<file path="src/hdl/bchd_pkg.sv">
// Shared types, codes and reset values for the button click and hold detector.
package bchd_pkg;

  localparam int unsigned TimeW  = 32;
  localparam int unsigned CfgW   = 16;
  localparam int unsigned CodeW  = 3;
  localparam int unsigned CfgIdxW = 2;

  typedef logic [TimeW-1:0]   time_ms_t;
  typedef logic [CfgW-1:0]    cfg_ms_t;
  typedef logic [CfgIdxW-1:0] cfg_idx_t;

  typedef enum logic [CodeW-1:0] {
    EV_NONE   = 3'd0,
    EV_CLICK  = 3'd1,
    EV_DOUBLE = 3'd2,
    EV_HOLD   = 3'd3,
    EV_LONG   = 3'd4
  } event_e;

  localparam cfg_idx_t CFG_DEBOUNCE   = 2'd0;
  localparam cfg_idx_t CFG_DOUBLE_GAP = 2'd1;
  localparam cfg_idx_t CFG_HOLD       = 2'd2;
  localparam cfg_idx_t CFG_LONG_HOLD  = 2'd3;

  localparam cfg_ms_t DEBOUNCE_RST   = 16'd20;
  localparam cfg_ms_t DOUBLE_GAP_RST = 16'd250;
  localparam cfg_ms_t HOLD_RST       = 16'd1000;
  localparam cfg_ms_t LONG_HOLD_RST  = 16'd3000;

  localparam time_ms_t STAMP_RST = '1;

endpackage

</file>
<file path="src/hdl/button_click_hold_detector.sv">
// Button click, double click, hold and long hold detector, top level.
// A sample passes the input register, then the result register, before its event shows
// on the outputs; it is held there longer only while out_ready_i is low. Throughput: one
// sample per cycle while out_ready_i does not stall the result; the state update is
// a single pass of subtract/compare logic between the input and result registers.
// Reset clears the pipeline and loads the register and timestamp reset values.
module button_click_hold_detector (
  input  logic                    clk_i,
  input  logic                    rst_ni,
  input  logic                    in_valid_i,
  output logic                    in_ready_o,
  input  logic                    pressed_level_i,
  input  logic [31:0]             now_ms_i,
  output logic                    out_valid_o,
  input  logic                    out_ready_i,
  output logic [2:0]              event_code_o,
  input  logic                    cfg_we_i,
  input  bchd_pkg::cfg_idx_t      cfg_idx_i,
  input  bchd_pkg::cfg_ms_t       cfg_wdata_i
);

  // configuration
  bchd_pkg::cfg_ms_t debounce_q, double_gap_q, hold_q, long_hold_q;

  always_ff @(posedge clk_i or negedge rst_ni) begin
    if (!rst_ni) begin
      debounce_q   <= bchd_pkg::DEBOUNCE_RST;
      double_gap_q <= bchd_pkg::DOUBLE_GAP_RST;
      hold_q       <= bchd_pkg::HOLD_RST;
      long_hold_q  <= bchd_pkg::LONG_HOLD_RST;
    end else if (cfg_we_i) begin
      case (cfg_idx_i)
        bchd_pkg::CFG_DEBOUNCE:   debounce_q   <= cfg_wdata_i;
        bchd_pkg::CFG_DOUBLE_GAP: double_gap_q <= cfg_wdata_i;
        bchd_pkg::CFG_HOLD:       hold_q       <= cfg_wdata_i;
        bchd_pkg::CFG_LONG_HOLD:  long_hold_q  <= cfg_wdata_i;
        default: ;
      endcase
    end
  end

  // input register
  logic               s1_valid_q;
  logic               s1_level_q;
  bchd_pkg::time_ms_t s1_now_q;
  logic               advance;
  logic               out_valid_q;
  bchd_pkg::event_e   code_q, code_d;

  assign advance    = s1_valid_q && (!out_valid_q || out_ready_i);
  assign in_ready_o = !s1_valid_q || advance;

  always_ff @(posedge clk_i or negedge rst_ni) begin
    if (!rst_ni) begin
      s1_valid_q <= 1'b0;
    end else if (in_ready_o) begin
      s1_valid_q <= in_valid_i;
    end
  end

  always_ff @(posedge clk_i) begin
    if (in_valid_i && in_ready_o) begin
      s1_level_q <= pressed_level_i;
      s1_now_q   <= now_ms_i;
    end
  end

  // detector state
  logic               last_level_q, last_level_d;
  bchd_pkg::time_ms_t press_time_q, press_time_d;
  bchd_pkg::time_ms_t release_time_q, release_time_d;
  logic dbl_wait_q, dbl_wait_d;
  logic dbl_on_rel_q, dbl_on_rel_d;
  logic single_ok_q, single_ok_d;
  logic skip_rel_q, skip_rel_d;
  logic hold_done_q, hold_done_d;
  logic long_done_q, long_done_d;

  bchd_pkg::time_ms_t since_rel, since_press;
  logic               press_edge, release_edge;

  always_comb begin
    since_rel   = s1_now_q - release_time_q;
    since_press = s1_now_q - press_time_q;

    last_level_d   = s1_level_q;
    press_time_d   = press_time_q;
    release_time_d = release_time_q;
    dbl_wait_d     = dbl_wait_q;
    dbl_on_rel_d   = dbl_on_rel_q;
    single_ok_d    = single_ok_q;
    skip_rel_d     = skip_rel_q;
    hold_done_d    = hold_done_q;
    long_done_d    = long_done_q;
    code_d         = bchd_pkg::EV_NONE;

    press_edge   = s1_level_q && !last_level_q &&
                   (since_rel > {16'd0, debounce_q});
    release_edge = !s1_level_q && last_level_q &&
                   (since_press > {16'd0, debounce_q});

    if (press_edge) begin
      press_time_d = s1_now_q;
      since_press  = '0;
      skip_rel_d   = 1'b0;
      single_ok_d  = 1'b1;
      hold_done_d  = 1'b0;
      long_done_d  = 1'b0;
      dbl_on_rel_d = (since_rel < {16'd0, double_gap_q}) && !dbl_on_rel_q && dbl_wait_q;
      dbl_wait_d   = 1'b0;
    end else if (release_edge && !skip_rel_q) begin
      release_time_d = s1_now_q;
      since_rel      = '0;
      if (!dbl_on_rel_q) begin
        dbl_wait_d = 1'b1;
      end else begin
        code_d       = bchd_pkg::EV_DOUBLE;
        dbl_on_rel_d = 1'b0;
        dbl_wait_d   = 1'b0;
        single_ok_d  = 1'b0;
      end
    end

    // single click once the double-click window has closed
    if (!s1_level_q && (since_rel >= {16'd0, double_gap_q}) && dbl_wait_d &&
        !dbl_on_rel_d && single_ok_d && (code_d != bchd_pkg::EV_DOUBLE)) begin
      code_d     = bchd_pkg::EV_CLICK;
      dbl_wait_d = 1'b0;
    end

    if (s1_level_q && (since_press >= {16'd0, hold_q})) begin
      if (!hold_done_d) begin
        code_d       = bchd_pkg::EV_HOLD;
        skip_rel_d   = 1'b1;
        dbl_on_rel_d = 1'b0;
        dbl_wait_d   = 1'b0;
        hold_done_d  = 1'b1;
      end
      if ((since_press >= {16'd0, long_hold_q}) && !long_done_d) begin
        code_d      = bchd_pkg::EV_LONG;
        long_done_d = 1'b1;
      end
    end
  end

  always_ff @(posedge clk_i or negedge rst_ni) begin
    if (!rst_ni) begin
      last_level_q   <= 1'b1;
      press_time_q   <= bchd_pkg::STAMP_RST;
      release_time_q <= bchd_pkg::STAMP_RST;
      dbl_wait_q     <= 1'b0;
      dbl_on_rel_q   <= 1'b0;
      single_ok_q    <= 1'b1;
      skip_rel_q     <= 1'b0;
      hold_done_q    <= 1'b0;
      long_done_q    <= 1'b0;
    end else if (advance) begin
      last_level_q   <= last_level_d;
      press_time_q   <= press_time_d;
      release_time_q <= release_time_d;
      dbl_wait_q     <= dbl_wait_d;
      dbl_on_rel_q   <= dbl_on_rel_d;
      single_ok_q    <= single_ok_d;
      skip_rel_q     <= skip_rel_d;
      hold_done_q    <= hold_done_d;
      long_done_q    <= long_done_d;
    end
  end

  // result register
  always_ff @(posedge clk_i or negedge rst_ni) begin
    if (!rst_ni) begin
      out_valid_q <= 1'b0;
    end else if (advance) begin
      out_valid_q <= 1'b1;
    end else if (out_ready_i) begin
      out_valid_q <= 1'b0;
    end
  end

  always_ff @(posedge clk_i) begin
    if (advance) begin
      code_q <= code_d;
    end
  end

  assign out_valid_o  = out_valid_q;
  assign event_code_o = code_q;

endmodule

</file>
<file path="config.mk">
export PLATFORM = sky130hd
export DESIGN_NAME = button_click_hold_detector
export DESIGN_NICKNAME = d
export VERILOG_FILES = /design/src/hdl/bchd_pkg.sv /design/src/hdl/button_click_hold_detector.sv
export SDC_FILE = /design/constraint.sdc
export NUM_CORES = 1
export LEC_CHECK = 0
export BUFFER_PORTS_ARGS = -buffer_cell sky130_fd_sc_hd__buf_2
export CAP_MARGIN = 15
export CORE_AREA = 2 2 125 176
export CTS_CLUSTER_SIZE = 30
export DETAILED_ROUTE_END_ITERATION = 16
export DIE_AREA = 0 0 127 178
export GPL_TIMING_DRIVEN = 1
export PLACE_DENSITY = 0.83
export SYNTH_ARGS = -nofsm -noshare
export SYNTH_HDL_FRONTEND = slang
export SYNTH_SLANG_ARGS = --single-unit
</file>
<file path="constraint.sdc">
create_clock -name clk_i -period 7.41 [get_ports clk_i]
set_input_delay 0.741 -clock clk_i [delete_from_list [all_inputs] [get_ports clk_i]]
set_output_delay 0.741 -clock clk_i [all_outputs]
set_load 0.02 [all_outputs]
</file>
* Yosys cells after proc, flatten, opt, wreduce, memory -nomap -nowiden
Index checks and enable logic that the tools add are counted.
** Storage, ports and cells
- Bits in registers :: 173
- Bits in writable memories :: 0
- Output and inout bits :: 5
- Input bits :: 56
- Word-level logic and storage cells :: 98
- Memories kept :: 0
- Latch bits :: 0
- Bits in read-only memories :: 0
** Operators by class
- Eq/ne operators :: 4
- Multiply operators :: 0
- Shift operators :: 0
- Mux-type cells :: 33
- Magnitude comparators :: 6
- Divide/modulo/power cells :: 0
- Reductions and logical operators :: 34
- Bitwise logic cells :: 1
- Add/sub/neg operators :: 2
** Operator list (number)
- $ge 32x16->1 :: 3
- $mux 32 :: 3
- $gt 32x16->1 :: 2
- $sub 32x32->32 :: 2
- $lt 32x16->1 :: 1
- $mux 1 :: 23
- $logic_and 1x1->1 :: 16
- $mux 3 :: 4
- $reduce_and 2->1 :: 5
- $logic_not 1->1 :: 8
- $mux 2 :: 3
- $eq 2x2->1 const B :: 2
- $ne 3x2->1 const B :: 1
- $reduce_and 3->1 :: 1
- $eq 2x1->1 const B :: 1
- $logic_not 2->1 :: 1
- $logic_or 1x1->1 :: 2
- $reduce_bool 2->1 :: 1
- $not 1->1 :: 1

* Logic depth before layout (Yosys ltp)
- Depth in word-level cells :: 16
- Mapped depth :: 34
- Gate-level depth less buffers :: 33

* Worst setup path before layout
No wires, ideal clock.
- Path kind :: reg2reg
- Start :: register release_time_q[0]
- End :: register dbl_wait_q
- Path slack :: 1.107 ns
- Stages on the path, launching flop included :: 34
- Data required time :: 7.344 ns
- Data arrival time :: 6.237 ns
- Path buffers :: 1
- Period minus slack after synthesis :: 6.303 ns
- Setup time :: 0.066 ns
- Cells stage by stage :: dfstp_2 -> ha_1 -> inv_1 -> fa_1 -> a211oi_2 -> o21ai_0 -> a31oi_1 -> o21bai_1 -> a21oi_1 -> xnor2_1 -> ha_1 -> a21oi_1 -> nor2b_1 -> o21ai_0 -> a21oi_1 -> o31ai_1 -> nand4bb_1 -> o31ai_4 -> nor2_1 -> clkbuf_1 -> or2_2 -> ha_1 -> nand2b_1 -> a21o_1 -> a21o_1 -> a21oi_1 -> nor2b_1 -> o21ai_0 -> a21oi_1 -> a21oi_1 -> a21boi_1 -> nor2_1 -> a2111oi_0 -> a221o_1
** On the way
- Word-level cells in the longest chain between the ends :: 13
- Elaborated cells between the ends (all ways) :: 27
- Those cells by class :: add/sub (1); order compare (4); eq/ne (1); mux (11); reduce/logical (10)
** Ends and longest elaborated chain
- start, declared :: line button_click_hold_detector.sv:71 : bchd_pkg::time_ms_t release_time_q, release_time_d;
- start signal, assigned :: line button_click_hold_detector.sv:150 : release_time_q <= bchd_pkg::STAMP_RST;
- start signal, assigned :: line button_click_hold_detector.sv:160 : release_time_q <= release_time_d;
- $sub 32x32->32 * :: line button_click_hold_detector.sv:83 : since_rel = s1_now_q - release_time_q;
- $gt 32x16->1 :: line button_click_hold_detector.sv:98 : (since_rel > {16'd0, debounce_q});
- $logic_and 1x1->1 :: line button_click_hold_detector.sv:97 : press_edge = s1_level_q && !last_level_q &&
- $mux 32 :: line button_click_hold_detector.sv:102 : if (press_edge) begin
- $ge 32x16->1 :: line button_click_hold_detector.sv:125 : if (!s1_level_q && (since_rel >= {16'd0, double_gap_q}) && dbl_wait_d &&
- $logic_and 1x1->1 (3 in series) :: line button_click_hold_detector.sv:125
- $logic_and 1x1->1 (2 in series) :: line button_click_hold_detector.sv:126 : !dbl_on_rel_d && single_ok_d && (code_d != bchd_pkg::EV_DOUBLE)) begin
- $mux 1 :: line button_click_hold_detector.sv:125
- $mux 1 :: line button_click_hold_detector.sv:132 : if (!hold_done_d) begin
- $mux 1 * :: line button_click_hold_detector.sv:131 : if (s1_level_q && (since_press >= {16'd0, hold_q})) begin
- end signal, assigned :: line button_click_hold_detector.sv:161 : dbl_wait_q <= dbl_wait_d;
- end, declared :: line button_click_hold_detector.sv:72 : logic dbl_wait_q, dbl_wait_d;
Mark *: on every way between the ends. The rest lies on a longest branch, timed or not.
A chain may end at the register's enable or synchronous reset.

* Worst setup path after layout
- Start :: register release_time_q[0]
- End :: register code_q[1], in the netlist event_code_o[1] (data pin)
** On the way
- Word-level cells in the longest chain between the ends :: 14
- Elaborated cells between the ends (all ways) :: 32
- Those cells by class :: add/sub (1); order compare (5); eq/ne (1); mux (13); reduce/logical (12)
** Ends and longest elaborated chain
- $sub 32x32->32 * :: line button_click_hold_detector.sv:83
- $gt 32x16->1 :: line button_click_hold_detector.sv:98
- $logic_and 1x1->1 :: line button_click_hold_detector.sv:97
- $mux 32 :: line button_click_hold_detector.sv:102
- $ge 32x16->1 :: line button_click_hold_detector.sv:125
- $logic_and 1x1->1 (3 in series) :: line button_click_hold_detector.sv:125
- $logic_and 1x1->1 (2 in series) :: line button_click_hold_detector.sv:126
- $mux 3 :: line button_click_hold_detector.sv:125
- $mux 3 :: line button_click_hold_detector.sv:132
- $mux 3 :: line button_click_hold_detector.sv:139 : if ((since_press >= {16'd0, long_hold_q}) && !long_done_d) begin
- $mux 3 * :: line button_click_hold_detector.sv:131
- via code_d[1] :: line button_click_hold_detector.sv:48 : bchd_pkg::event_e code_q, code_d;
- end signal, assigned :: line button_click_hold_detector.sv:183 : code_q <= code_d;
- end, declared :: line button_click_hold_detector.sv:48
Mark *: on every way through the listed nets, which the timed path passes. The rest lies on a longest branch.

==> results.cfg <==
[clock_network]
tritoncts = done
clkSlewWorstSetupHoldPaths_ns = 0.07
clockBufferDepth = 2
postCtsHoldBufs = 0
cts-buffers-inserted = 17
clk_latency_ns = 0.45
cts_root_buf = clkbuf_16
htree_levels = 4
cts_num_sinks = 173

[routing]
vias = 10500
drt_pre_antenna_iters = 5
wire_per_inst_um = 18.5
ant_nets = 0
drt_wl_total_mm = 31.5
drc = 0
drt_iter0_drc = 468
avgViaCountPerCell = 6.18

[critical_path]
slowest_delay_ns = 0.53
rr_worst_depth = 32
crit_required_ns = 7.70
worstSetupPathType = reg2reg
cp_common_cell = a21o_1
rr_endpoint = event_code_o[1]
slowest_stage = dfstp_2
r2r-start = release_time_q[0]
cp.arrival_ns = 7.22
cp-end-kind = register
r2r_setup_slack_ns = 0.48
critPathMaxFanout = 5
setup.worst_path.start_class = register

[timing]
grt_setup_unrepaired = false
setup_viol_count_final = 0
min_period_over_period = 0.935
tightest_slew_ns = 0.950
skew_ns = 0.00978
worst_hold_slack_ns = 0.261
slew_headroom = 0.366
drv_slew = 0
period_needed_ns = 6.93
setup_ws_ns = 0.482
max_freq_mhz = 144
tns_ns = 0
finalHoldViolCount = 0

[grt]
grt_max_degree = 73
grt_use_total = 0.291
antenna_found_initial = 0
grt_overflow_total = 0
grt_first_pass_wirelength_mm = 51.8
grt_pass1_vias = 10700

[logic_synthesis]
ys_seq_area_frac = 0.352
ys.flop_type = dfstp_2
synth_cell_type_count = 81
synthCells = 1389
syn-num-nets = 1604
synth_area_per_cell_um2 = 9.43
netlist_area_um2 = 13100
yosysWarnings = 0
synth_edf_count = 36
synth_seq_cells = 173
async_flop_share = 0.792

[power_and_ir_drop]
leakage_uw = 0.00643
ir_drop_mv = 0.224
powerDensity_nw_per_um2 = 418

[cells_and_area]
antenna_cells = 0
area_growth_pct = 8.35
drive_gt1_frac = 0.210
nFillCells = 1638
final_cell_area_um2 = 14200
mostFrequentLayoutCell = ha_1
layout_common_cells = 157 x ha_1, 152 x inv_1, 100 x o21ai_0, 100 x nand2_1, 97 x a21oi_1
finish.net_count = 1648
finish.utilization = 0.677

[floorplan]
core_um2 = 21000
ios = 61
fp-row-count = 63
die_y_um = 178
die-area_um2 = 22600
die_x_um = 127
initial_utilization = 0.625

[place]
port_buffers = 60
place_ws_ns = 0.282
dpl.hpwl_mm = 24.5
gp_congestion = 0.946
placed_area_um2 = 13600

[run]
drv_cap = 0

[worst_hold_path]
min_path_type = in2async

[outcome]
outcome = completed
[flip-flops by register name, indices dropped and copies added (netlist names), 3 cells and up]
register and flops:
debounce_q 16, long_hold_q 16, hold_q 16, s1_now_q 32
press_time_q 32, event_code_o 3, double_gap_q 16, release_time_q 32
[routing by layer]
metal | global-route usage | vias up | part of all wire
met5 | 0 | - | 0
met4 | 0.136 | 0 | 0.041
met3 | 0.0432 | 88 | 0.036
met2 | 0.516 | 264 | 0.51
met1 | 0.346 | 5109 | 0.41
li1 | - | 5077 | -
[report_power, final]
part / leakage, µW / internal [µW] / switching (µW)
combinational: 0.00429 / 1530 / 2040
clock: 0.000279 / 505 / 400
sequential: 0.00186 / 1330 / 125
[worst max-delay path: cells and delay by family, from the launching register on]
| family | cells | cell delay, ns |
|---|---|---|
| xor gates and xnor gates | 1 | 0.18 |
| AOI/OAI and AO/OA | 21 | 3.96 |
| adders and majority gates | 4 | 1.14 |
| and+or+nand+nor | 5 | 0.88 |
| DFF | 1 | 0.53 |
| buffers and inverters | 1 | 0.05 |
[kinds of logic after synthesis]
group	synth area share
AOI/OAI and AO/OA	0.191
xor gates and xnor gates	0.0267
adders and majority gates	0.153
buffers and inverters	0.0617
DFF	0.352
muxes	0.0808
and+or+nand+nor	0.134
[synthesized netlist by cell type (10+ instances only)]
library cell	number	area, µm²
dfstp_2	87	2290
dfrtp_1	50	1250
mux2_2	54	608
o21ai_0	100	500
nor2_1	62	233
o21a_1	17	128
or3_1	10	62.6
xnor2_1	27	236
ha_1	157	1960
nand4_1	33	206
nand2b_1	14	87.6
xor2_1	13	114
mux2_4	28	420
nand3_1	16	80.1
a31oi_1	10	62.6
buf_2	22	110
a211oi_1	11	82.6
inv_1	152	571
clkbuf_1	18	67.6
o211ai_1	12	90.1
nand2_1	100	375
a21o_1	55	413
nor3_1	22	110
edfxtp_1	36	1080
a21oi_1	98	490
nor2b_1	44	275
[layout make-up]
| cell class | instances | area, µm² | area share |
|---|---|---|---|
| inverter | 153 | 576 | 0.0405 |
| timing repair buffer | 71 | 389 | 0.0274 |
| clock buffer | 19 | 433 | 0.0305 |
| sequential | 173 | 4620 | 0.325 |
| tap | 260 | 325 | 0.0229 |
| clock inverter | 13 | 158 | 0.0111 |
| multi-input combinational | 1017 | 7700 | 0.542 |
[what timing repair did]
action,4_1_cts,5_1_grt
setup endpoints to repair,0,6
resized for setup,0,2
setup buffers,0,2
[how the worst max path moves through the flow]
stage / startpoint / to / slack (ns) / cells after the start
final: release_time_q[0] / event_code_o[1] / 0.48 / 32
after detailed placement: release_time_q[0] / dbl_wait_q / 0.28 / 32
after floorplan: release_time_q[0] / dbl_wait_q / 1.11 / 33
after global routing: s1_now_q[0] / event_code_o[1] / 0.04 / 33
after CTS: release_time_q[0] / dbl_wait_q / 0.31 / 32
after global placement: release_time_q[0] / dbl_wait_q / 0.54 / 32
[through the flow]
stage	cells	total power, µW
2_1_floorplan	1389	4110
3_3_place_gp	1672	4820
3_5_place_dp	1672	4950
4_1_cts	1704	5900
5_1_grt	1706	6430
6_report	1706	5940
Note: power is estimated with default switching activity, not from simulation.
